### src/rtl/core/sfir_pkg.sv
// ----------------------------------------------------------------------------
// sfir_pkg
// Shared types and fixed widths for the streaming FIR filter.
// ----------------------------------------------------------------------------
package sfir_pkg;

  localparam int SAMPLE_W = 16;
  localparam int FRAC_W   = SAMPLE_W - 1;
  localparam int INDEX_W  = 9;
  localparam int TAPS_W   = 10;

  typedef enum logic {
    FUNC_LOAD_COEF = 1'b0,
    FUNC_SAMPLE    = 1'b1
  } func_t;

  typedef struct packed {
    logic                       func;
    logic [INDEX_W-1:0]         coef_index;
    logic signed [SAMPLE_W-1:0] value;
  } in_item_t;

  typedef struct packed {
    logic signed [SAMPLE_W-1:0] sample_out;
    logic                       saturated;
  } out_item_t;

  // Sequencer to MAC unit
  typedef struct packed {
    logic acc_clr;  // start of a new sample: zero the accumulator
    logic rd_vld;   // RAM read data is valid this cycle
  } mac_ctrl_t;

endpackage

### src/rtl/core/sfir_seq.sv
// ----------------------------------------------------------------------------
// sfir_seq
// Sequencer: handshakes, delay-line clear sweep, tap address walk, result
// register.
// ----------------------------------------------------------------------------
module sfir_seq #(
  parameter int MAX_TAPS = 512
) (
  input  logic                                 clk,
  input  logic                                 rst_n,
  input  logic                                 in_valid,
  output logic                                 in_stall,
  input  sfir_pkg::in_item_t                   in_item,
  input  logic [sfir_pkg::TAPS_W-1:0]          tap_count,
  output logic                                 coef_we,
  output logic [(MAX_TAPS > 1 ? $clog2(MAX_TAPS) : 1)-1:0] coef_waddr,
  output logic [sfir_pkg::SAMPLE_W-1:0]        coef_wdata,
  output logic                                 coef_re,
  output logic [(MAX_TAPS > 1 ? $clog2(MAX_TAPS) : 1)-1:0] coef_raddr,
  output logic                                 dl_we,
  output logic [(MAX_TAPS > 1 ? $clog2(MAX_TAPS) : 1)-1:0] dl_waddr,
  output logic [sfir_pkg::SAMPLE_W-1:0]        dl_wdata,
  output logic                                 dl_re,
  output logic [(MAX_TAPS > 1 ? $clog2(MAX_TAPS) : 1)-1:0] dl_raddr,
  output sfir_pkg::mac_ctrl_t                  mac_ctrl,
  input  logic                                 mac_busy,
  input  sfir_pkg::out_item_t                  mac_result,
  output logic                                 out_valid,
  input  logic                                 out_stall,
  output sfir_pkg::out_item_t                  out_item
);

  localparam int AW    = (MAX_TAPS > 1) ? $clog2(MAX_TAPS) : 1;
  localparam int CNT_W = $clog2(MAX_TAPS + 1) > 0 ? $clog2(MAX_TAPS + 1) : 1;
  localparam logic [AW-1:0] LAST_SLOT = AW'(MAX_TAPS - 1);

  typedef enum logic [2:0] {
    S_CLEAR,
    S_IDLE,
    S_RUN,
    S_DRAIN,
    S_FINISH
  } state_t;

  state_t              state_r, state_nxt;
  logic [AW-1:0]       wp_r, wp_nxt;
  logic [AW-1:0]       dl_addr_r, dl_addr_nxt;
  logic [AW-1:0]       coef_addr_r, coef_addr_nxt;
  logic [CNT_W-1:0]    remain_r, remain_nxt;
  logic                rd_vld_r, rd_vld_nxt;
  logic                out_valid_r, out_valid_nxt;
  sfir_pkg::out_item_t out_item_r, out_item_nxt;

  logic             accept;
  logic             is_sample;
  logic [CNT_W-1:0] taps;
  logic [AW-1:0]    dl_addr_inc;

  assign accept    = in_valid && (state_r == S_IDLE);
  assign is_sample = (in_item.func == sfir_pkg::FUNC_SAMPLE);
  assign taps      = (32'(tap_count) > MAX_TAPS) ? CNT_W'(MAX_TAPS) : CNT_W'(tap_count);
  assign dl_addr_inc = (dl_addr_r == LAST_SLOT) ? '0 : dl_addr_r + 1'b1;

  always_comb begin
    state_nxt     = state_r;
    wp_nxt        = wp_r;
    dl_addr_nxt   = dl_addr_r;
    coef_addr_nxt = coef_addr_r;
    remain_nxt    = remain_r;
    rd_vld_nxt    = 1'b0;
    out_valid_nxt = out_valid_r;
    out_item_nxt  = out_item_r;

    // drop the result once taken
    if (out_valid_r && !out_stall) begin
      out_valid_nxt = 1'b0;
    end

    unique case (state_r)
      S_CLEAR: begin
        dl_addr_nxt = dl_addr_inc;
        if (dl_addr_r == LAST_SLOT) begin
          state_nxt = S_IDLE;
        end
      end
      S_IDLE: begin
        if (accept && is_sample) begin
          dl_addr_nxt   = wp_r;
          coef_addr_nxt = '0;
          remain_nxt    = taps;
          wp_nxt        = (wp_r == '0) ? LAST_SLOT : wp_r - 1'b1;
          state_nxt     = (taps == '0) ? S_DRAIN : S_RUN;
        end
      end
      S_RUN: begin
        rd_vld_nxt    = 1'b1;
        dl_addr_nxt   = dl_addr_inc;
        coef_addr_nxt = coef_addr_r + 1'b1;
        remain_nxt    = remain_r - 1'b1;
        if (remain_r == CNT_W'(1)) begin
          state_nxt = S_DRAIN;
        end
      end
      S_DRAIN: begin
        if (!rd_vld_r && !mac_busy) begin
          state_nxt = S_FINISH;
        end
      end
      S_FINISH: begin
        // hold until the result register is free
        if (!out_valid_r || !out_stall) begin
          out_valid_nxt = 1'b1;
          out_item_nxt  = mac_result;
          state_nxt     = S_IDLE;
        end
      end
      default: begin
        state_nxt = S_IDLE;
      end
    endcase
  end

  always_ff @(posedge clk) begin
    if (!rst_n) begin
      state_r     <= S_CLEAR;
      wp_r        <= LAST_SLOT;
      dl_addr_r   <= '0;
      rd_vld_r    <= 1'b0;
      out_valid_r <= 1'b0;
    end else begin
      state_r     <= state_nxt;
      wp_r        <= wp_nxt;
      dl_addr_r   <= dl_addr_nxt;
      rd_vld_r    <= rd_vld_nxt;
      out_valid_r <= out_valid_nxt;
    end
    coef_addr_r <= coef_addr_nxt;
    remain_r    <= remain_nxt;
    out_item_r  <= out_item_nxt;
  end

  assign in_stall = (state_r != S_IDLE);

  assign coef_we    = accept && !is_sample && (32'(in_item.coef_index) < MAX_TAPS);
  assign coef_waddr = AW'(in_item.coef_index);
  assign coef_wdata = in_item.value;
  assign coef_re    = (state_r == S_RUN);
  assign coef_raddr = coef_addr_r;

  assign dl_we    = (state_r == S_CLEAR) || (accept && is_sample);
  assign dl_waddr = (state_r == S_CLEAR) ? dl_addr_r : wp_r;
  assign dl_wdata = (state_r == S_CLEAR) ? '0 : in_item.value;
  assign dl_re    = (state_r == S_RUN);
  assign dl_raddr = dl_addr_r;

  assign mac_ctrl.acc_clr = accept && is_sample;
  assign mac_ctrl.rd_vld  = rd_vld_r;

  assign out_valid = out_valid_r;
  assign out_item  = out_item_r;

endmodule

### config.mk
export PLATFORM = sky130hd
export DESIGN_NAME = sfir_seq
export DESIGN_NICKNAME = d
export VERILOG_FILES = /design/src/rtl/core/sfir_pkg.sv /design/src/rtl/core/sfir_seq.sv
export SDC_FILE = /design/constraint.sdc
export NUM_CORES = 1
export LEC_CHECK = 0
export ABC_AREA = 1
export BUFFER_PORTS_ARGS = -buffer_cell sky130_fd_sc_hd__clkbuf_2
export CAP_MARGIN = 25
export CORE_ASPECT_RATIO = 1.1
export CORE_MARGIN = 8
export CORE_UTILIZATION = 51
export CTS_CLUSTER_DIAMETER = 30
export DETAILED_ROUTE_END_ITERATION = 7
export PLACE_DENSITY = 0.91
export SLEW_MARGIN = 20
export SYNTH_ARGS = -nofsm -noshare
export SYNTH_HDL_FRONTEND = slang
export SYNTH_SLANG_ARGS = --single-unit
### constraint.sdc
create_clock -name clk -period 3.85 [get_ports clk]
set_input_delay 0 -clock clk [delete_from_list [all_inputs] [get_ports clk]]
set_output_delay 0 -clock clk [all_outputs]
set_load 0.05 [all_outputs]
==> results of run 1 <==
[what timing repair did]
item,4_1_cts,5_1_grt
setup endpoints to repair,0,0
endpoints found under the hold margin,20,0
gates resized for setup,0,0
hold buffers,20,0
[routing by layer]
metal	part of all wire [%]	vias up
li1	-	1600
met1	36	1520
met2	51	174
met3	10	19
met4	2.0	0
met5	0	-
[sequential cells by signal, summed over array words and instances (netlist names)]
register,count
remain_r,10
rd_vld_r,1
out_item,17
coef_raddr,9
state_r,3
out_valid,1
dl_raddr,9
wp_r,9
[where the power goes]
group | total, uW | internal [uW] | switching, uW | leakage, uW
combinational | 2180 | 473 | 1710 | 0.00154
clock | 550 | 296 | 254 | 0.0000950
sequential | 1040 | 875 | 160 | 0.000523
[cells in the final DEF, fill, tap and decap left out, types with 3 or more instances in the layout]
| master | Yosys | routed |
|---|---|---|
| o21bai_1 | 4 | 4 |
| o21ai_0 | 29 | 29 |
| nor2_1 | 68 | 68 |
| a21oi_1 | 12 | 12 |
| a22oi_1 | 3 | 3 |
| edfxtp_1 | 36 | 36 |
| a31oi_1 | 5 | 5 |
| xor2_1 | 7 | 7 |
| clkbuf_8 | 0 | 9 |
| clkbuf_2 | 0 | 132 |
| inv_1 | 59 | 59 |
| nor3_1 | 6 | 6 |
| ha_1 | 6 | 6 |
| dlygate4sd3_1 | 0 | 20 |
| nor2_4 | 3 | 3 |
| or2_2 | 3 | 3 |
| xnor2_1 | 3 | 3 |
| clkinv_2 | 0 | 3 |
| nand3_1 | 28 | 28 |
| dfxtp_1 | 23 | 23 |
| nand2_1 | 76 | 76 |
[synthesized netlist by cell type, drive strengths merged, types with 4 or more instances]
cell type	instances
a21oi	12
a31oi	6
o21ai	31
edfxtp	36
nor3	6
xor2	7
dfxtp	23
nor2	74
o21bai	4
nand3	30
ha	6
buf	34
nand2	78
inv	61
or2	4
[cell type report]
cell class                      count  area [um2]  share of cell area [%]
Clock buffer                        9       123.9                   2.884
Tap cell                           82       102.6                   2.389
Clock inverter                      7       68.82                   1.602
Sequential cell                    59        1541                   35.89
Inverter                           61       231.5                   5.389
Timing Repair Buffer              154       875.8                   20.39
Multi-Input combinational cell    269        1351                   31.46
[per-stage QoR]
stage	util (%)	hold WS, ns	worst slack (ns)	cells	area (um2)
CTS	65.92	0.0003409	1.421	641	4295
finish	65.92	0.00002198	1.440	641	4295
global route	65.92	0.0001349	1.227	641	4295
global placement	59.89	0.0003409	1.725	605	3902
floorplan	-	0.09887	1.453	425	3382
detailed placement	59.89	0.0003409	1.604	605	3902
[critical path: stages, from the launching register on]
cell,delay (ns)
dfxtp_1,0.38
nor2_4,0.23
inv_4,0.11
nor2_2,0.53
buf_4,0.34
nand2_1,0.06
o21ai_0,0.08
clkbuf_2,0.31
[worst min path at each step]
| stage | from | end | cells past startpoint | slack (ns) |
|---|---|---|---|---|
| 2_1_floorplan | mac_result[0] | out_item[0]$_DFFE_PP_ | 0 | 0.1 |
| 3_3_place_gp | in_item[23] | coef_waddr[7] | 0 | 0.0003 |
| 3_5_place_dp | in_item[23] | coef_waddr[7] | 0 | 0.0003 |
| 4_1_cts | in_item[23] | coef_waddr[7] | 0 | 0.0003 |
| 5_1_grt | in_item[21] | coef_waddr[5] | 0 | 0.0001 |
| 6_report | in_item[21] | coef_waddr[5] | 0 | 0.00002 |
[kinds of logic (layout without fill, tap and decap cells)]
kind of cell | Yosys count | in the layout | share of synthesized area, %
AND/OR/NAND/NOR | 196 | 196 | 25.71
buffers and inverters | 97 | 231 | 14.47
flip-flops | 59 | 59 | 45.58
AO/OA/AOI/OAI | 57 | 57 | 9.434
XOR/XNOR | 10 | 10 | 2.590
adder cells (fa/ha/maj) | 6 | 6 | 2.220
==> reports/qor.txt, run 1 <==
Slew Viols, Final: 0
Post-CTS Setup Inserts: 0
Num CTS Buffers: 9
Post-Syn Instances: 425
critical path data arrival time: 2.41 ns
GRT overflow: 0
Initial Util: 51.90%
number of synthesized flops with an enable pin: 36
first-pass GRT wire length: 15.35 mm
met2 usage: 36.16%
unrepaired setup endpoints after global routing: false
crit path capture: dl_waddr[0]
root buf cell: clkbuf_8
Remaining DRCs: 0
Ys Warns: 0
CP Launch Point: state_r[0]$_SDFFE_PN0P_
M3 GR Usage: 6.004%
clock skew: 0.006336 ns
worst min path class: in2out
register bit total from synthesis: 59
die width: 93.65 um
number of global-route vias before repair: 3306
net count reported at finish: 618
CTS tree: done
synthesized area: 0.003382 mm2
first drt pass iteration count: 5
pwr dens: 876.8 mW/mm2
peak supply drop: 0.8010 mV
Synth async-reset ratio: 0%
clk sinks: 59
layout cells sized above 1: 29.70%
most used routing layer: met2
fmax: 0.4149 GHz
required time worst endpoint: 3.85 ns
area grow syn2layout: 27.01%
status: finished, final reports clean
area share of the largest cell type after synthesis: 31.96%
final setup fails: 0
PortBufs: 132
largest area contributor in the netlist: edfxtp_1
Total Power: 3766 uW
top_reg_cell synth: edfxtp_1
Slew headroom: 45.50%
Post-Syn Area per Cell: 7.958 um2
Worst Tran Pin Value: 0.8156 ns
GR Util met1: 21.55%
largest cells by area after synthesis: edfxtp_1 32%, dfxtp_1 14%, nand2_1 8.4%
DRT iter0 DRCs: 161
H-Tree Depth: 3
Pleak: 0.002157 uW
Reg2Reg Depth: 13
DR WL/cell: 15.04 um
Reg clk slew, reported paths: 0.07 ns
Synth Net Count: 489
CP Capture Type: output pin
fin crit share: 62.60%
Max Root-Sink Buffers: 2
crit path time final: 2.410 ns
ANT cells: 0
critical path class: reg2out
num rows: 31
final WL: 9.638 mm
core area: 0.006516 mm2
DP Wirelength: 7.109 mm
Reg2Reg Launch Point: dl_raddr[0]$_SDFFE_PN0P_
pin count of the biggest net entering global routing: 23
TNS Setup: 0 ns
# fillers: 550
capturing point of the worst reg2reg path: state_r[1]$_SDFFE_PN0P_
synth unique cells: 37
RD Place Congestion: 0.9095
full die area: 0.009496 mm2
Global Route Usage Sum: 20.36%
routed vias/inst: 5.168
DIE HEIGHT: 101.4 um
post-route ant nets: 0
final hold vios: 0
clk_lat worst skew: 0.34 ns
via count of the routed design: 3313
CP Max Fanout: 18
sequential share of the synthesized area: 45.58%
initial antenna violation count: 0
R2R Setup Slk: 1.58 ns
startpoint types: flop
I/O pins: 151
max_cap viols: 0
No activity file was read; power rests on OpenSTA's default activity.
==> inputs of run 2 (changes only) <==
--- a/config.mk
+++ b/config.mk
@@ -5,15 +5,15 @@
 export SDC_FILE = /design/constraint.sdc
 export NUM_CORES = 1
 export LEC_CHECK = 0
-export ABC_AREA = 1
+export ABC_AREA = 0
 export BUFFER_PORTS_ARGS = -buffer_cell sky130_fd_sc_hd__clkbuf_2
 export CAP_MARGIN = 25
 export CORE_ASPECT_RATIO = 1.1
 export CORE_MARGIN = 8
-export CORE_UTILIZATION = 51
+export CORE_UTILIZATION = 47
 export CTS_CLUSTER_DIAMETER = 30
 export DETAILED_ROUTE_END_ITERATION = 7
-export PLACE_DENSITY = 0.91
+export PLACE_DENSITY = 0.85
 export SLEW_MARGIN = 20
 export SYNTH_ARGS = -nofsm -noshare
 export SYNTH_HDL_FRONTEND = slang
==> constraint.sdc (replaced) <==
create_clock -name clk -period 2.33 [get_ports clk]
set_input_delay 0 -clock clk [delete_from_list [all_inputs] [get_ports clk]]
set_output_delay 0 -clock clk [all_outputs]
set_load 0.05 [all_outputs]
==> run 2 against run 1 <==
Critical path depth increased by 1. Via count decreased by 9.1%. Clock-buffer cell count increased by 2. Synthesized cell count decreased by 22%. Largest power group unchanged.
==> reports/qor.txt, run 2 <==
pin count of the biggest net entering global routing: 28
CP Max Fanout: 6
worst min path class: in2out
largest cells by area after synthesis: edfxtp_1 33%, dfxtp_1 14%, buf_4 6.2%
root buf cell: clkbuf_8
Post-Syn Area per Cell: 9.813 um2
Worst Tran Pin Value: 0.5677 ns
hold wc startpoint: in_item[24]
WL met1: 3.602 mm
synth unique cells: 56
RD Place Congestion: 0.9632
Post-CTS Setup Inserts: 0
Hold WS: 0.00001929 ns
Synth Net Count: 395
PortBufs: 132
full die area: 0.009830 mm2
Pleak: 0.001800 uW
TNS Setup: 0 ns
Num CTS Buffers: 9
Slew Viols, Final: 0
H-Tree Depth: 3
routed vias/inst: 5.435
first drt pass iteration count: 4
area grow syn2layout: 30.35%
area share of the largest cell type after synthesis: 33.28%
top_reg_cell synth: edfxtp_1
status: finished, final reports clean
max reg flops: 17
number of global-route vias before repair: 3016
I/O pins: 151
number of synthesized flops with an enable pin: 36
core area: 0.006633 mm2
fmax: 0.4477 GHz
crit path time final: 2.233 ns
peak supply drop: 0.3904 mV
met2 wire length: 4.321 mm
CP Capture Type: flop
most frequent cells in the layout: 132 x clkbuf_2, 36 x edfxtp_1, 25 x nand2_1, 24 x o21ai_0, 24 x nor2_1
Synth async-reset ratio: 0%
DRT iter0 DRCs: 293
met3 routed WL: 774 um
clock skew: 0.01094 ns
DP Wirelength: 6.791 mm
layout cells sized above 1: 36.02%
clk sinks: 59
via count of the routed design: 3011
register bit total from synthesis: 59
ANT cells: 0
Initial Util: 48.97%
critical path data arrival time: 2.51 ns
required time worst endpoint: 2.60 ns
Max Root-Sink Buffers: 2
sequential share of the synthesized area: 47.46%
GRT overflow: 0
R2R Setup Slk: 0.1 ns
largest area contributor in the netlist: edfxtp_1
synthesized area: 0.003248 mm2
critical path class: reg2reg
final setup fails: 0
Total Power: 3521 uW
unrepaired setup endpoints after global routing: false
startpoint types: flop
count leader, synth: edfxtp_1
fin crit share: 95.86%
CP Launch Point: dl_raddr[0]$_SDFFE_PN0P_
num rows: 31
DIE HEIGHT: 103.2 um
Reg clk slew, reported paths: 0.07 ns
highest metal layer with signal wires: met4
die width: 95.26 um
Post-Syn Instances: 331
post-route ant nets: 0
net count reported at finish: 531
CTS tree: done
max_cap viols: 0
Reg2Reg Launch Point: dl_raddr[0]$_SDFFE_PN0P_
post-CTS sizing: 0
first-pass GRT wire length: 14.19 mm
final hold vios: 0
CTS Hold Bufs: 23
Remaining DRCs: 0
most common cell after layout, fill and taps aside: clkbuf_2
DR WL/cell: 16.24 um
final WL: 8.998 mm
Ys Warns: 0
Slew headroom: 62.16%
pwr dens: 831.6 mW/mm2
clk_lat worst skew: 0.33 ns
Synth top cells by count: 36 x edfxtp_1, 27 x buf_4, 25 x nand2_1
initial antenna violation count: 0
Global Route Usage Sum: 18.18%
## run 2: kinds of logic after synthesis
logic type	count (synthesis)	synth area share, %
buf+inv	51	9.591
flops	59	47.46
mux	8	2.735
xor+xnor	17	4.584
compound gates	62	11.71
fa+ha+maj	6	2.311
simple gates	128	21.61
## run 2: final timing paths
kind	depth (start not counted)	endpoint
setup / recovery	8	dl_raddr[6]$_SDFFE_PN0P_
hold / removal	0	coef_waddr[8]
setup reg to reg	8	dl_raddr[6]$_SDFFE_PN0P_
hold reg to reg	2	out_valid$_SDFF_PN0_
## run 2: final cells by class
type,count,area (um2)
tap,82,102.6
timing repair buffer,163,950.9
sequential,59,1541
multi-input combinational,221,1395
inverter,13,50.05
clock inverter,5,52.55
clock buffer,11,141.4
fill,543,2399
## run 2: critical path: stages (launching register included)
cell and delay [ns]:
dfxtp_1 0.37, ha_1 0.25, nand3_1 0.16, nor3_1 0.08
ha_1 0.22, or3_4 0.36, or4_1 0.42, a21oi_1 0.18
o21a_1 0.14
## run 2: metal layers
layer / vias to the layer above / GRT usage [%]
met5: - / 0
met4: 0 / 11.06
met3: 31 / 3.971
met2: 142 / 29.29
met1: 1400 / 21.71
li1: 1438 / -
## run 2: where the power goes
group	switching (uW)	total, uW	internal [uW]	leakage [uW]
Combinational	975	1350	372	0.00119
Sequential	95.0	1270	1180	0.000514
Clock	382	900	518	0.000101
## run 2: through the flow
step | cell area (um2) | setup WS [ns] | util (%) | cells
after floorplan | 3248 | 0.03942 | - | 331
after global placement | 3810 | 0.2100 | 57.44 | 515
after detailed placement | 3810 | 0.1288 | 57.44 | 515
after CTS | 4234 | 0.1087 | 63.84 | 554
after global routing | 4234 | 0.0005489 | 63.84 | 554
final | 4234 | 0.09653 | 63.84 | 554
