==> src/rtl/core/sfir_pkg.sv <==
// ----------------------------------------------------------------------------
// sfir_pkg
// Shared types and fixed widths for the streaming FIR filter.
// ----------------------------------------------------------------------------
package sfir_pkg;

  localparam int SAMPLE_W = 16;
  localparam int FRAC_W   = SAMPLE_W - 1;
  localparam int INDEX_W  = 9;
  localparam int TAPS_W   = 10;

  typedef enum logic {
    FUNC_LOAD_COEF = 1'b0,
    FUNC_SAMPLE    = 1'b1
  } func_t;

  typedef struct packed {
    logic                       func;
    logic [INDEX_W-1:0]         coef_index;
    logic signed [SAMPLE_W-1:0] value;
  } in_item_t;

  typedef struct packed {
    logic signed [SAMPLE_W-1:0] sample_out;
    logic                       saturated;
  } out_item_t;

  // Sequencer to MAC unit
  typedef struct packed {
    logic acc_clr;  // start of a new sample: zero the accumulator
    logic rd_vld;   // RAM read data is valid this cycle
  } mac_ctrl_t;

endpackage

==> src/rtl/core/sfir_mac.sv <==
// ----------------------------------------------------------------------------
// sfir_mac
// Shared multiply-accumulate unit with rounding and output saturation.
// ----------------------------------------------------------------------------
module sfir_mac #(
  parameter int MAX_TAPS = 512
) (
  input  logic                           clk,
  input  logic                           rst_n,
  input  sfir_pkg::mac_ctrl_t            ctrl,
  input  logic [sfir_pkg::SAMPLE_W-1:0]  coef,
  input  logic [sfir_pkg::SAMPLE_W-1:0]  sample,
  output logic                           busy,
  output sfir_pkg::out_item_t            result
);

  localparam int AW    = (MAX_TAPS > 1) ? $clog2(MAX_TAPS) : 1;
  localparam int SW    = sfir_pkg::SAMPLE_W;
  localparam int FW    = sfir_pkg::FRAC_W;
  localparam int PW    = 2 * SW;
  localparam int ACC_W = PW + AW + 1;
  localparam int QW    = ACC_W - FW;

  localparam logic signed [ACC_W-1:0] RND_HALF = ACC_W'(1) <<< (FW - 1);
  localparam logic signed [QW-1:0]    Q_HI     = QW'((1 << FW) - 1);
  localparam logic signed [QW-1:0]    Q_LO     = -QW'(1 << FW);

  logic signed [PW-1:0]    mul_r;
  logic                    mul_vld_r;
  logic signed [ACC_W-1:0] acc_r;

  logic signed [ACC_W-1:0] rnd;
  logic signed [QW-1:0]    q;

  always_ff @(posedge clk) begin
    if (!rst_n) begin
      mul_vld_r <= 1'b0;
    end else begin
      mul_vld_r <= ctrl.rd_vld;
    end
    if (ctrl.rd_vld) begin
      mul_r <= $signed(coef) * $signed(sample);
    end
    if (ctrl.acc_clr) begin
      acc_r <= '0;
    end else if (mul_vld_r) begin
      acc_r <= acc_r + ACC_W'(mul_r);
    end
  end

  // Round half up, then floor-shift down to Q1.15
  always_comb begin
    rnd = acc_r + RND_HALF;
    q   = QW'(rnd >>> FW);
    if (q > Q_HI) begin
      result.sample_out = SW'(Q_HI);
      result.saturated  = 1'b1;
    end else if (q < Q_LO) begin
      result.sample_out = SW'(Q_LO);
      result.saturated  = 1'b1;
    end else begin
      result.sample_out = SW'(q);
      result.saturated  = 1'b0;
    end
  end

  assign busy = mul_vld_r;

endmodule

==> config.mk <==
export PLATFORM = sky130hd
export DESIGN_NAME = sfir_mac
export DESIGN_NICKNAME = d
export VERILOG_FILES = /design/src/rtl/core/sfir_pkg.sv /design/src/rtl/core/sfir_mac.sv
export SDC_FILE = /design/constraint.sdc
export NUM_CORES = 1
export LEC_CHECK = 0
export ABC_AREA = 1
export BUFFER_PORTS_ARGS = -buffer_cell sky130_fd_sc_hd__buf_2
export CORE_MARGIN = 1.5
export CORE_UTILIZATION = 57
export DETAILED_ROUTE_END_ITERATION = 10
export PLACE_DENSITY = 0.82
export SLEW_MARGIN = 20
export SYNTH_ARGS = -nofsm -noshare
export SYNTH_HDL_FRONTEND = slang
export SYNTH_SLANG_ARGS = --single-unit
==> constraint.sdc <==
create_clock -name clk -period 7.5 [get_ports clk]
set_input_delay 0 -clock clk [delete_from_list [all_inputs] [get_ports clk]]
set_output_delay 0 -clock clk [all_outputs]
set_load 0.005 [all_outputs]
==> impl_summary.log, run 1 <==
[metrics] critical path's slowest cell: fa_1
[metrics] Compound-Gate Fraction of Synth Area: 7.30%
[metrics] biggest cell delay along the critical path: roughly 0.55 ns
[metrics] transition time at the pin with the least slew margin: 0.832 ns
[metrics] Die Y-Extent: 176 um
[metrics] total core area: 0.0296 sq mm
[metrics] end-of-flow core utilization: 60.4%
[metrics] number of antenna violations at the first check in global routing: 0
[metrics] reg-to-reg startpoint: mul_r[0]
[metrics] adder and majority gate portion of the synthesized area: between 30 and 40%
[metrics] Final #Nets: 2818
[metrics] unrepaired setup endpoints after global routing: false
[metrics] Detailed Routing Iterations Pass 1: 6
[metrics] Worst Path Required: 7.59 ns
[metrics] ratio of routed vias to standard cells: 5.26
[metrics] area share of xor/xnor cells in the synthesized design: 3.54%
[metrics] CTS buffer count: 9
[metrics] Post-Synth Simple-Gate Area: between 20% and 30%
[metrics] clock buffer depth: 2
[metrics] synthesized cell area: 0.0171 sq mm
[metrics] cells along the critical path: buf_2 -> inv_1 -> nor2_1 -> fa_1 -> fa_1 -> fa_1 -> fa_1 -> fa_1 -> inv_1 -> fa_1 -> inv_1 -> ha_1 -> nand2_1 -> inv_1 -> nand2_1 -> nor3_1 -> nand4_1 -> nand3_1 -> nand2_1 -> nand2_1 -> nand2_1 -> nand2_1 -> xor2_1
[metrics] class of the tightest hold or removal check: input pin to flip-flop
[metrics] total gr overflow: 0
[metrics] total global routing track utilization: 30.6%
[metrics] number of clock sinks: 75
[metrics] number of synthesized register bits: 75
[metrics] sequential share of the synthesized area: a little over a tenth
[metrics] setup violators final: 0
[metrics] number of design-rule violations left by the first detailed-router iteration: 1003
[metrics] number of input and output port buffers inserted: 53
[metrics] Setup crit end kind: flip-flop
[metrics] origin of the worst setup path: sample[15]
[metrics] synthesized netlist net count: 2825
[metrics] Setup WS post-layout: 1.90 ns
[metrics] Arrival @ worst endpoint: about 5.7 ns
[metrics] distinct cell type count after synthesis: 45
[metrics] maximum number of pins on one net before global-route repair: 46
[metrics] Slew Viols, Final: 0
[metrics] via count of the first global-routing pass: around 16000
[metrics] share of the cycle needed by the critical path after routing: 74.7%
[metrics] clock root buffer: clkbuf_16
[metrics] depth of the worst register-to-register path: 14
[metrics] largest family of logic cells by synthesized area: adder cells
[metrics] post-synthesis async set-or-reset flop share: 0%
[metrics] Avg WL per Cell: 16.1 um
[metrics] top flip-flop cell by instance count after synthesis: dfxtp_1
[metrics] Rows: 63
[metrics] Detail Route Antenna Nets: 0
[metrics] Final Hold Viols: 0
[metrics] mux contribution to synthesized area: 0%
[metrics] global-route wire length before repair: 75600 um
[metrics] final wirelength: between 40000 and 50000 um
[metrics] worst slack, placed: 1.57 ns
[metrics] number of design rule violations left after detail routing: 0
[metrics] total negative setup slack: 0 ns
[metrics] Inserted Diodes: 0
[metrics] estimated wirelength of the detail-placed design: between 30000 and 40000 um
[metrics] clock slew at reported path FFs: 0.07 ns
[metrics] top achievable clock speed: 0.178 GHz
[metrics] maximum fanout count along the critical path: 17
[metrics] CTS tree: yes
[metrics] mean area per synthesized cell: 7.10 sq um
[metrics] max-cap viol count: 0
[metrics] post-route minimum period: 5.60 ns
[metrics] H-tree depth: 3
[metrics] status: finished clean
[metrics] Mapped Cells: between 2000 and 2500
[metrics] R2R Setup Slk: roughly 4.6 ns
[metrics] Layout area overhead: 4.55%
[metrics] number of warnings issued by yosys: 0
[metrics] global placer's final weighted congestion: 0.976
[metrics] crit path launch type: input pin
[metrics] timing endpoint of the critical path: mul_r[30]
[metrics] layout cell share with drive strength beyond 1: 5.21%
[metrics] count of flip-flops with a built-in enable after synthesis: 32
[metrics] FF-to-FF End: acc_r[22]
[metrics] initial standard-cell utilization of the core: 57.7%
[metrics] boundary pin count: 54
[metrics] Via Count: 14700
[metrics] path type of the worst setup path: input pin to flip-flop
[metrics] worst slew margin relative to its limit: 44.5%
[metrics] die outline area: 0.0310 sq mm
[metrics] die width: 176 um
[metrics] Worst Clk Skew: 0.00907 ns
[metrics] clk_lat worst skew: approximately 0.34 ns
-- flip-flops by register name (all words and copies together) (netlist names) --
register / cells
acc_r: 42
busy: 1
mul_r: 32
-- through the flow --
| step | cell area [sq um] | hold WS [ns] | std cells |
|---|---|---|---|
| after floorplan | 17100 | 0.0935 | 2402 |
| after global placement | 17500 | 0.188 | 2773 |
| after detailed placement | 17500 | 0.189 | 2773 |
| after CTS | 17800 | 0.216 | 2790 |
| after global routing | 17800 | 0.234 | 2790 |
| final | 17800 | 0.208 | 2790 |
-- final cells by class --
cell class / instances / area (sq um)
repair buffers: 56 / 290
clock inverters: 6 / 71.3
well taps: 390 / 488
clock buffers: 10 / 229
flip-flops and latches: 75 / 1820
fillers: 2759 / 11700
inverters: 642 / 2410
multi-input cells: 1611 / 12500
-- layer usage --
layer	part of all wire (%)	routed length [um]	track usage, %
met1	41	18200	37.5
met2	51	23000	56.7
met3	5.7	2570	3.21
met4	2.6	1180	8.94
met5	0	0	0
-- layout by cell type (no fill, tap or decap), types with 3 or more instances in the layout --
| master | n |
|---|---|
| a21oi_1 | 117 |
| a21o_1 | 7 |
| nand2_4 | 5 |
| nand3_1 | 64 |
| inv_2 | 3 |
| nand2_2 | 23 |
| clkbuf_16 | 9 |
| fa_1 | 263 |
| o21ai_0 | 81 |
| nor2_2 | 5 |
| ha_1 | 124 |
| nand4_1 | 22 |
| or2_2 | 5 |
| dfxtp_1 | 43 |
| nand3_2 | 4 |
| edfxtp_1 | 32 |
| nor2_4 | 4 |
| nor3_1 | 14 |
| nand2_1 | 577 |
| buf_2 | 53 |
| o21bai_1 | 12 |
| xor2_1 | 47 |
| nor2_1 | 192 |
| inv_1 | 637 |
| inv_6 | 3 |
| xnor2_1 | 22 |
-- cell families after synthesis --
| family | count (synthesis) |
|---|---|
| AOI/OAI and AO/OA | 231 |
| xor gates and xnor gates | 69 |
| adders and majority gates | 387 |
| buffers and inverters | 716 |
| DFF | 75 |
| and+or+nand+nor | 924 |
-- worst min-delay path by stage --
stage	startpoint	endpoint	slack [ns]	depth (start not counted)
2_1_floorplan	ctrl[0]	busy	0.09	2
3_3_place_gp	rst_n	busy	0.19	3
3_5_place_dp	rst_n	busy	0.19	3
4_1_cts	ctrl[0]	busy	0.22	3
5_1_grt	coef[0]	mul_r[0]	0.23	3
6_report	ctrl[0]	busy	0.21	3
-- worst max-delay path: cells and delay by family --
family,cells,cell delay (ns)
fa+ha+maj,7,3.58
simple gates,10,1.29
buf+inv,5,0.74
xor+xnor,1,0.06
-- what timing repair did --
item                                    4_1_cts  5_1_grt
gates resized for setup                       0        0
endpoints found under the setup margin        0        0
endpoints found under the hold margin         1        0
hold buffers                                  1        0
buffers inserted                              0        0
-- cell usage after synthesis, types with 7 or more instances --
| cell type | instances | area share [%] |
|---|---|---|
| inv_1 | 637 | 14 |
| nand2_1 | 577 | 13 |
| fa_1 | 263 | 31 |
| nor2_1 | 192 | 4.2 |
| ha_1 | 124 | 9.1 |
| a21oi_1 | 117 | 3.4 |
| o21ai_0 | 81 | 2.4 |
| clkbuf_1 | 71 | 1.6 |
| nand3_1 | 64 | 1.9 |
| xor2_1 | 47 | 2.4 |
| dfxtp_1 | 43 | 5.0 |
| edfxtp_1 | 32 | 5.6 |
| nand2_2 | 23 | 0.84 |
| nand4_1 | 22 | 0.81 |
| xnor2_1 | 22 | 1.1 |
| nor3_1 | 14 | 0.41 |
| o21bai_1 | 12 | 0.53 |
| a21o_1 | 7 | 0.31 |
Power of run 1 is not shown: default switching activity piles up to over one toggle a cycle in this logic, so the estimate is an artifact.
==> run 2, diff against run 1 <==
--- a/config.mk
+++ b/config.mk
@@ -5,7 +5,7 @@
 export SDC_FILE = /design/constraint.sdc
 export NUM_CORES = 1
 export LEC_CHECK = 0
-export ABC_AREA = 1
+export ABC_AREA = 0
 export BUFFER_PORTS_ARGS = -buffer_cell sky130_fd_sc_hd__buf_2
 export CORE_MARGIN = 1.5
 export CORE_UTILIZATION = 57
==> constraint.sdc (replaced) <==
create_clock -name clk -period 5.6 [get_ports clk]
set_input_delay 0 -clock clk [delete_from_list [all_inputs] [get_ports clk]]
set_output_delay 0 -clock clk [all_outputs]
set_load 0.005 [all_outputs]
==> run 2 against run 1 <==
  * Die area decreased by 12%
  * First-iteration DRC count decreased by 36%
  * Clock skew is essentially flat
  * Via count shrank 22%
  * Sequential share of layout area increased by 0.58 points
  * Design area down 5.3%
  * Global-route usage shrank 5.4 points
==> impl_summary.log, run 2 <==
[metrics] number of input and output port buffers inserted: 53 (unchanged)
[metrics] worst slack, placed: -0.385 ns (was 1.57 ns)
[metrics] synthesized netlist net count: 2098 (was 2825)
[metrics] Post-Synth Simple-Gate Area: 15.5% (was 22.6%)
[metrics] most used standard cell by instance count after synthesis: inv_1 (unchanged)
[metrics] adder and majority gate portion of the synthesized area: 45.5% (was 39.9%)
[metrics] boundary pin count: 54 (unchanged)
[metrics] Mapped Cells: 1675 (was 2402)
[metrics] largest family of logic cells by synthesized area: adder cells (unchanged)
[metrics] top register by number of flip-flops: acc_r (unchanged)
[metrics] clock slew at reported path FFs: 0.06 ns (was 0.07 ns)
[metrics] crit path launch type: input pin (unchanged)
[metrics] total core area: 0.0259 sq mm (was 0.0296 sq mm)
[metrics] CTS tree: yes (unchanged)
[metrics] total global routing track utilization: 25.2% (was 30.6%)
[metrics] max-cap viol count: 0 (unchanged)
[metrics] distinct cell type count after synthesis: 52 (was 45)
[metrics] Arrival @ worst endpoint: 5.45 ns (was 5.69 ns)
[metrics] cells along the critical path: buf_2 -> and2_4 -> fa_1 -> inv_1 -> fa_1 -> fa_1 -> inv_1 -> fa_1 -> fa_1 -> inv_2 -> fa_1 -> inv_1 -> ha_4 -> a21o_1 -> or3_1 -> o2111ai_1 -> o2111ai_2 -> buf_4 -> and3_1 -> o21ai_0 -> nand2b_1 -> xor2_1 (was buf_2 -> inv_1 -> nor2_1 -> fa_1 -> fa_1 -> fa_1 -> fa_1 -> fa_1 -> inv_1 -> fa_1 -> inv_1 -> ha_1 -> nand2_1 -> inv_1 -> nand2_1 -> nor3_1 -> nand4_1 -> nand3_1 -> nand2_1 -> nand2_1 -> nand2_1 -> nand2_1 -> xor2_1)
[metrics] via count of the first global-routing pass: 11900 (was 15700)
[metrics] layout cell share with drive strength beyond 1: 12.3% (was 5.21%)
[metrics] Detail Route Antenna Nets: 0 (unchanged)
[metrics] global placer's final weighted congestion: 0.948 (was 0.976)
[metrics] end-of-flow core utilization: 65.2% (was 60.4%)
[metrics] maximum number of pins on one net before global-route repair: 46 (unchanged)
[metrics] Setup WS post-layout: 0.234 ns (was 1.90 ns)
[metrics] status: finished clean (unchanged)
[metrics] total of fill cells in the finished design: 1954 (was 2759)
[metrics] count of flip-flops with a built-in enable after synthesis: 32 (unchanged)
[metrics] total gr overflow: 0 (unchanged)
[metrics] Worst Clk Skew: 0.00892 ns (was 0.00907 ns)
[metrics] commonest cells after routing, fill and taps aside: inv_1 (348), fa_1 (258), nand2_1 (163) (was inv_1 (637), nand2_1 (577), fa_1 (263))
[metrics] Final Hold Viols: 0 (unchanged)
[metrics] synthesized cell area: 0.0150 sq mm (was 0.0171 sq mm)
[metrics] clk_lat worst skew: 0.34 ns (about the same)
[metrics] path type of the worst setup path: input pin to flip-flop (unchanged)
[metrics] total negative setup slack: 0 ns (unchanged)
[metrics] Detailed Routing Iterations Pass 1: 5 (was 6)
[metrics] post-synthesis async set-or-reset flop share: 0% (unchanged)
[metrics] initial standard-cell utilization of the core: 57.8% (was 57.7%)
[metrics] clock buffer depth: 2 (unchanged)
[metrics] Final #Nets: 2227 (was 2818)
[metrics] critical path's slowest cell: fa_1 (unchanged)
[metrics] final-layout worst hold slack: 0.135 ns (was 0.208 ns)
[metrics] CTS buffer count: 9 (unchanged)
[metrics] final wirelength: 32700 um (was 44900 um)
[metrics] top cells by area in the synthesized netlist: fa_1 (35%), ha_1 (10%), inv_1 (8.8%), edfxtp_1 (6.4%), dfxtp_1 (5.7%) (was fa_1 (31%), inv_1 (14%), nand2_1 (13%), ha_1 (9.1%), edfxtp_1 (5.6%))
[metrics] number of clock sinks: 75 (unchanged)
[metrics] die width: 165 um (was 176 um)
[metrics] post-route minimum period: 5.37 ns
[metrics] setup violators final: 0 (unchanged)
[metrics] Avg WL per Cell: 15.3 um (was 16.1 um)
[metrics] number of design-rule violations left by the first detailed-router iteration: 643 (was 1003)
[metrics] Compound-Gate Fraction of Synth Area: 9.40% (was 7.30%)
[metrics] top achievable clock speed: 0.186 GHz
[metrics] most frequent cells after synthesis: inv_1 (352), fa_1 (263), nand2_1 (165) (was inv_1 (637), nand2_1 (577), fa_1 (263))
[metrics] mux contribution to synthesized area: 2.01% (was 0%)
[metrics] number of design rule violations left after detail routing: 0 (unchanged)
[metrics] most numerous cell on the critical path: fa_1
[metrics] Inserted Diodes: 0 (unchanged)
[metrics] Die Y-Extent: 165 um (was 176 um)
[metrics] sequential share of the synthesized area: 12.2% (was 10.7%)
[metrics] H-tree depth: 3 (unchanged)
[metrics] global-route wire length before repair: 55100 um (was 75600 um)
[metrics] Rows: 59 (was 63)
[metrics] mean area per synthesized cell: 8.94 sq um (was 7.10 sq um)
[metrics] Via Count: 11500 (was 14700)
[metrics] number of warnings issued by yosys: 0 (unchanged)
[metrics] Slew Viols, Final: 0 (unchanged)
[metrics] area share of the leading cell type in the synthesized netlist: 35.2% (was 30.9%)
[metrics] share of the cycle needed by the critical path after routing: 95.8%
[metrics] area share of xor/xnor cells in the synthesized design: 5.38% (was 3.54%)
[metrics] biggest cell delay along the critical path: 0.57 ns (was 0.55 ns)
[metrics] Layout area overhead: 12.8% (was 4.55%)
[metrics] number of synthesized register bits: 75 (unchanged)
[metrics] Worst Path Required: 5.68 ns (was 7.59 ns)
[metrics] worst slew margin relative to its limit: 48.9% (was 44.5%)
[metrics] maximum fanout count along the critical path: 6 (was 17)
[metrics] largest area contributor in the synthesized netlist: fa_1 (unchanged)
[metrics] ratio of routed vias to standard cells: 5.35 (was 5.26)
[metrics] top flip-flop cell by instance count after synthesis: dfxtp_1 (unchanged)
[metrics] number of antenna violations at the first check in global routing: 0 (unchanged)
[metrics] die outline area: 0.0272 sq mm (was 0.0310 sq mm)
[metrics] class of the tightest hold or removal check: input pin to flip-flop (unchanged)
[metrics] Setup crit end kind: flip-flop (unchanged)
[metrics] flip-flop count of the largest register after layout: 42 (unchanged)
[metrics] leading cell type in the layout, fill and taps excluded: inv_1 (unchanged)
[metrics] estimated wirelength of the detail-placed design: 27700 um (was 37800 um)
[metrics] clock root buffer: clkbuf_16 (unchanged)
[metrics] transition time at the pin with the least slew margin: 0.767 ns (was 0.832 ns)
-- run 2: final cells by class --
cell class,count,area [sq um],share of cell area (%)
flip-flops and latches,75,1820,10.8
well taps,335,419,2.48
inverters,352,1320,7.82
repair buffers,166,1190,7.07
clock buffers,9,225,1.33
clock inverters,7,98.8,0.585
multi-input cells,1200,11800,69.9
-- run 2: metal layers --
layer / vias up / part of all wire (%) / GRT usage [%]
met4: 0 / 2.1 / 7.21
li1: 5477 / - / -
met3: 75 / 5.4 / 3.42
met1: 5553 / 44 / 33.4
met2: 364 / 49 / 43.2
met5: - / 0 / 0
-- run 2: per-stage QoR --
stage	instance area [sq um]	instances
after detailed placement	16400	2124
after global placement	16400	2124
after floorplan	15000	1675
after CTS	16700	2143
final	16900	2144
after global routing	16900	2144
-- run 2: cell families after synthesis --
kind of cell | count (synthesis)
simple gates | 471
buf+inv | 400
fa+ha+maj | 387
compound gates | 220
xor+xnor | 92
flops | 75
mux | 30
-- run 2: path summary, 6_finish.rpt --
check,startpoint,endpoint,slack (ns),depth (start not counted)
max,coef[7],mul_r[22],0.23,22
min,coef[0],mul_r[0],0.13,2
max reg2reg,mul_r[0],acc_r[34],1.95,14
min reg2reg,acc_r[3],acc_r[3],0.50,2
-- run 2: what timing repair did --
item	4_1_cts	5_1_grt
setup buffers	2	1
endpoints found under the hold margin	1	0
gates cloned	0	1
endpoints found under the setup margin	1	8
hold buffers	1	0
resized for setup	2	48
pin swaps	4	30
-- run 2: worst max-delay path, delay by kind of cell --
kind | cells | cell delay [ns]
AOI/OAI and AO/OA | 4 | 0.69
xor gates and xnor gates | 1 | 0.14
adders and majority gates | 7 | 3.34
buffers and inverters | 6 | 0.54
and+or+nand+nor | 4 | 0.73
Power of run 2 is left out for the same reason.
==> run 3, diff against run 2 <==
--- a/config.mk
+++ b/config.mk
@@ -6,7 +6,7 @@
 export NUM_CORES = 1
 export LEC_CHECK = 0
 export ABC_AREA = 0
-export BUFFER_PORTS_ARGS = -buffer_cell sky130_fd_sc_hd__buf_2
+export BUFFER_PORTS_ARGS = -buffer_cell sky130_fd_sc_hd__clkbuf_2
 export CORE_MARGIN = 1.5
 export CORE_UTILIZATION = 57
 export DETAILED_ROUTE_END_ITERATION = 10
==> run 3 against run 2 <==
  * Core utilization increased by 0.058 points
  * Wire length up 0.70%
  * Setup slack got worse by 0.14 ns
  * Sequential share of layout area about the same
  * Maximum frequency shrank 2.5%
  * Non-clock buffer count is 1 higher
  * Clock-buffer cell count stayed put
  * Clock skew about the same
  * Die area stayed put
  * Global-route usage increased by 0.50 points
==> impl_summary.log, run 3 (synthesis results as in run 2) <==
[metrics] status: finished clean (unchanged)
[metrics] flip-flop count of the largest register after layout: 42 (unchanged)
[metrics] clock slew at reported path FFs: 0.06 ns (about the same)
[metrics] total global routing track utilization: 25.7% (was 25.2%)
[metrics] share of the cycle needed by the critical path after routing: 98.3% (was 95.8%)
[metrics] post-route minimum period: 5.50 ns (was 5.37 ns)
[metrics] H-tree depth: 3 (unchanged)
[metrics] reg-to-reg startpoint: acc_r[0] (was mul_r[0])
[metrics] origin of the worst setup path: sample[3] (was coef[7])
[metrics] transition time at the pin with the least slew margin: 0.857 ns (was 0.767 ns)
[metrics] source of the worst hold timing path: coef[0] (unchanged)
[metrics] CTS buffer count: 9 (unchanged)
[metrics] R2R Setup Slk: 1.95 ns (about the same)
[metrics] setup violators final: 0 (unchanged)
[metrics] number of antenna violations at the first check in global routing: 0 (unchanged)
[metrics] Slew Viols, Final: 0 (unchanged)
[metrics] via count of the first global-routing pass: 12200 (was 11900)
[metrics] clock buffer depth: 2 (unchanged)
[metrics] area taken by multi-input logic gates: 0.0118 sq mm (about the same)
[metrics] global-route wire length before repair: 56300 um (was 55100 um)
[metrics] path type of the worst setup path: input pin to flip-flop (unchanged)
[metrics] leading cell type in the layout, fill and taps excluded: inv_1 (unchanged)
[metrics] clock root buffer: clkbuf_16 (unchanged)
[metrics] total gr overflow: 0 (unchanged)
[metrics] cell depth of the worst hold path: 2 (unchanged)
[metrics] top register by number of flip-flops: acc_r (unchanged)
[metrics] Final #Nets: 2228 (was 2227)
[metrics] estimated wirelength of the detail-placed design: 28400 um (was 27700 um)
[metrics] ratio of routed vias to standard cells: 5.41 (was 5.35)
[metrics] cells along the critical path: clkbuf_2 -> buf_6 -> and2_1 -> fa_1 -> inv_2 -> fa_1 -> inv_1 -> fa_1 -> fa_1 -> fa_1 -> inv_1 -> fa_1 -> inv_1 -> ha_1 -> and3_4 -> nor2_1 -> a21oi_2 -> nand2_2 -> o21ai_2 -> a31oi_2 -> o21bai_1 -> a21oi_1 -> xnor2_1 (was buf_2 -> and2_4 -> fa_1 -> inv_1 -> fa_1 -> fa_1 -> inv_1 -> fa_1 -> fa_1 -> inv_2 -> fa_1 -> inv_1 -> ha_4 -> a21o_1 -> or3_1 -> o2111ai_1 -> o2111ai_2 -> buf_4 -> and3_1 -> o21ai_0 -> nand2b_1 -> xor2_1)
[metrics] number of design-rule violations left by the first detailed-router iteration: 698 (was 643)
[metrics] end of the worst hold path: mul_r[0] (unchanged)
[metrics] FF-to-FF End: acc_r[34] (unchanged)
[metrics] max-cap viol count: 0 (unchanged)
[metrics] class of the tightest hold or removal check: input pin to flip-flop (unchanged)
[metrics] boundary pin count: 54 (unchanged)
[metrics] final-layout worst hold slack: 0.162 ns (was 0.135 ns)
[metrics] Worst Path Required: 5.68 ns (about the same)
[metrics] number of input and output port buffers inserted: 53 (unchanged)
[metrics] Inserted Diodes: 0 (unchanged)
[metrics] non-filler instance count after layout: 2145 (was 2144)
[metrics] CTS tree: yes (unchanged)
[metrics] count of placed standard cells including taps: 2125 (was 2124)
[metrics] critical path's slowest cell: fa_1 (unchanged)
[metrics] worst slew margin relative to its limit: 42.9% (was 48.9%)
[metrics] most numerous cell on the critical path: fa_1 (unchanged)
[metrics] number of design rule violations left after detail routing: 0 (unchanged)
[metrics] die width: 165 um (unchanged)
[metrics] Layout area overhead: 12.9% (was 12.8%)
[metrics] Rows: 59 (unchanged)
[metrics] global placer's final weighted congestion: 0.958 (was 0.948)
[metrics] crit path launch type: input pin (unchanged)
[metrics] top achievable clock speed: 0.182 GHz (was 0.186 GHz)
[metrics] Worst Clk Skew: 0.00888 ns (was 0.00892 ns)
[metrics] die outline area: 0.0272 sq mm (unchanged)
[metrics] number of clock sinks: 75 (unchanged)
[metrics] sequential cell area: 0.00182 sq mm (unchanged)
[metrics] biggest cell delay along the critical path: 0.58 ns (was 0.57 ns)
[metrics] maximum fanout count along the critical path: 7 (was 6)
[metrics] Detailed Routing Iterations Pass 1: 5 (unchanged)
[metrics] clk_lat worst skew: 0.34 ns (about the same)
[metrics] depth of the worst register-to-register path: 14 (unchanged)
[metrics] maximum number of pins on one net before global-route repair: 47 (was 46)
[metrics] Via Count: 11600 (was 11500)
[metrics] Setup crit end kind: flip-flop (unchanged)
[metrics] initial standard-cell utilization of the core: 57.8% (unchanged)
[metrics] commonest cells after routing, fill and taps aside: inv_1 (345), fa_1 (261), nand2_1 (161) (was inv_1 (348), fa_1 (258), nand2_1 (163))
[metrics] total core area: 0.0259 sq mm (unchanged)
[metrics] Avg WL per Cell: 15.3 um (about the same)
[metrics] Die Y-Extent: 165 um (unchanged)
[metrics] Detail Route Antenna Nets: 0 (unchanged)
[metrics] layout cell share with drive strength beyond 1: 12.9% (was 12.3%)
[metrics] final wirelength: 32900 um (was 32700 um)
[metrics] Arrival @ worst endpoint: 5.59 ns (was 5.45 ns)
[metrics] total of fill cells in the finished design: 1887 (was 1954)
[metrics] Final Hold Viols: 0 (unchanged)
[run 3: layout make-up]
type | instances | share of cell area [%]
clock buffer | 9 | 1.33
sequential | 75 | 10.8
timing repair buffer | 167 | 6.99
clock inverter | 7 | 0.592
tap | 335 | 2.48
multi-input combinational | 1200 | 70.0
inverter | 352 | 7.82
[run 3: timing repair]
item | CTS | global route
cloned | 0 | 0
endpoints found under the hold margin | 1 | 0
setup buffers | 1 | 2
setup endpoints to repair | 2 | 10
hold buffers | 1 | 0
pin swaps | 6 | 35
gates resized for setup | 3 | 67
[run 3: metrics by stage]
| step | util [%] | area [sq um] | worst slack [ns] | TNS (ns) |
|---|---|---|---|---|
| 6_report | 65.2 | 16900 | 0.0950 | 0 |
| 5_1_grt | 65.2 | 16900 | -0.0446 | -0.114 |
| 4_1_cts | 64.4 | 16700 | 0.00178 | 0 |
| 3_5_place_dp | 63.1 | 16300 | -0.396 | -2.29 |
| 3_3_place_gp | 63.1 | 16300 | -0.239 | -1.26 |
| 2_1_floorplan | - | 15000 | -0.00235 | -0.00235 |
[run 3: worst max path at each step]
stage           endpoint  slack [ns]  cells after the start
6_report       mul_r[30]         0.1                     23
5_1_grt        mul_r[30]       -0.04                     23
4_1_cts        mul_r[30]       0.002                     26
3_5_place_dp   mul_r[30]       -0.40                     26
3_3_place_gp   mul_r[30]       -0.24                     26
2_1_floorplan  mul_r[31]      -0.002                     22
[run 3: critical path: cells and delay by family]
family	cells	cell delay, ns
xor gates and xnor gates	1	0.14
and+or+nand+nor	4	0.51
adders and majority gates	7	3.59
AOI/OAI and AO/OA	5	0.80
buffers and inverters	6	0.53
[run 3: metal layers]
| layer | share of wire [%] | wire, um | GRT usage [%] |
|---|---|---|---|
| met5 | 0 | 0 | 0 |
| met1 | 43 | 14300 | 34.1 |
| met3 | 5.4 | 1790 | 3.20 |
| met2 | 49 | 16200 | 44.8 |
| met4 | 2.1 | 675 | 6.18 |
Power of run 3 is left out for the same reason.
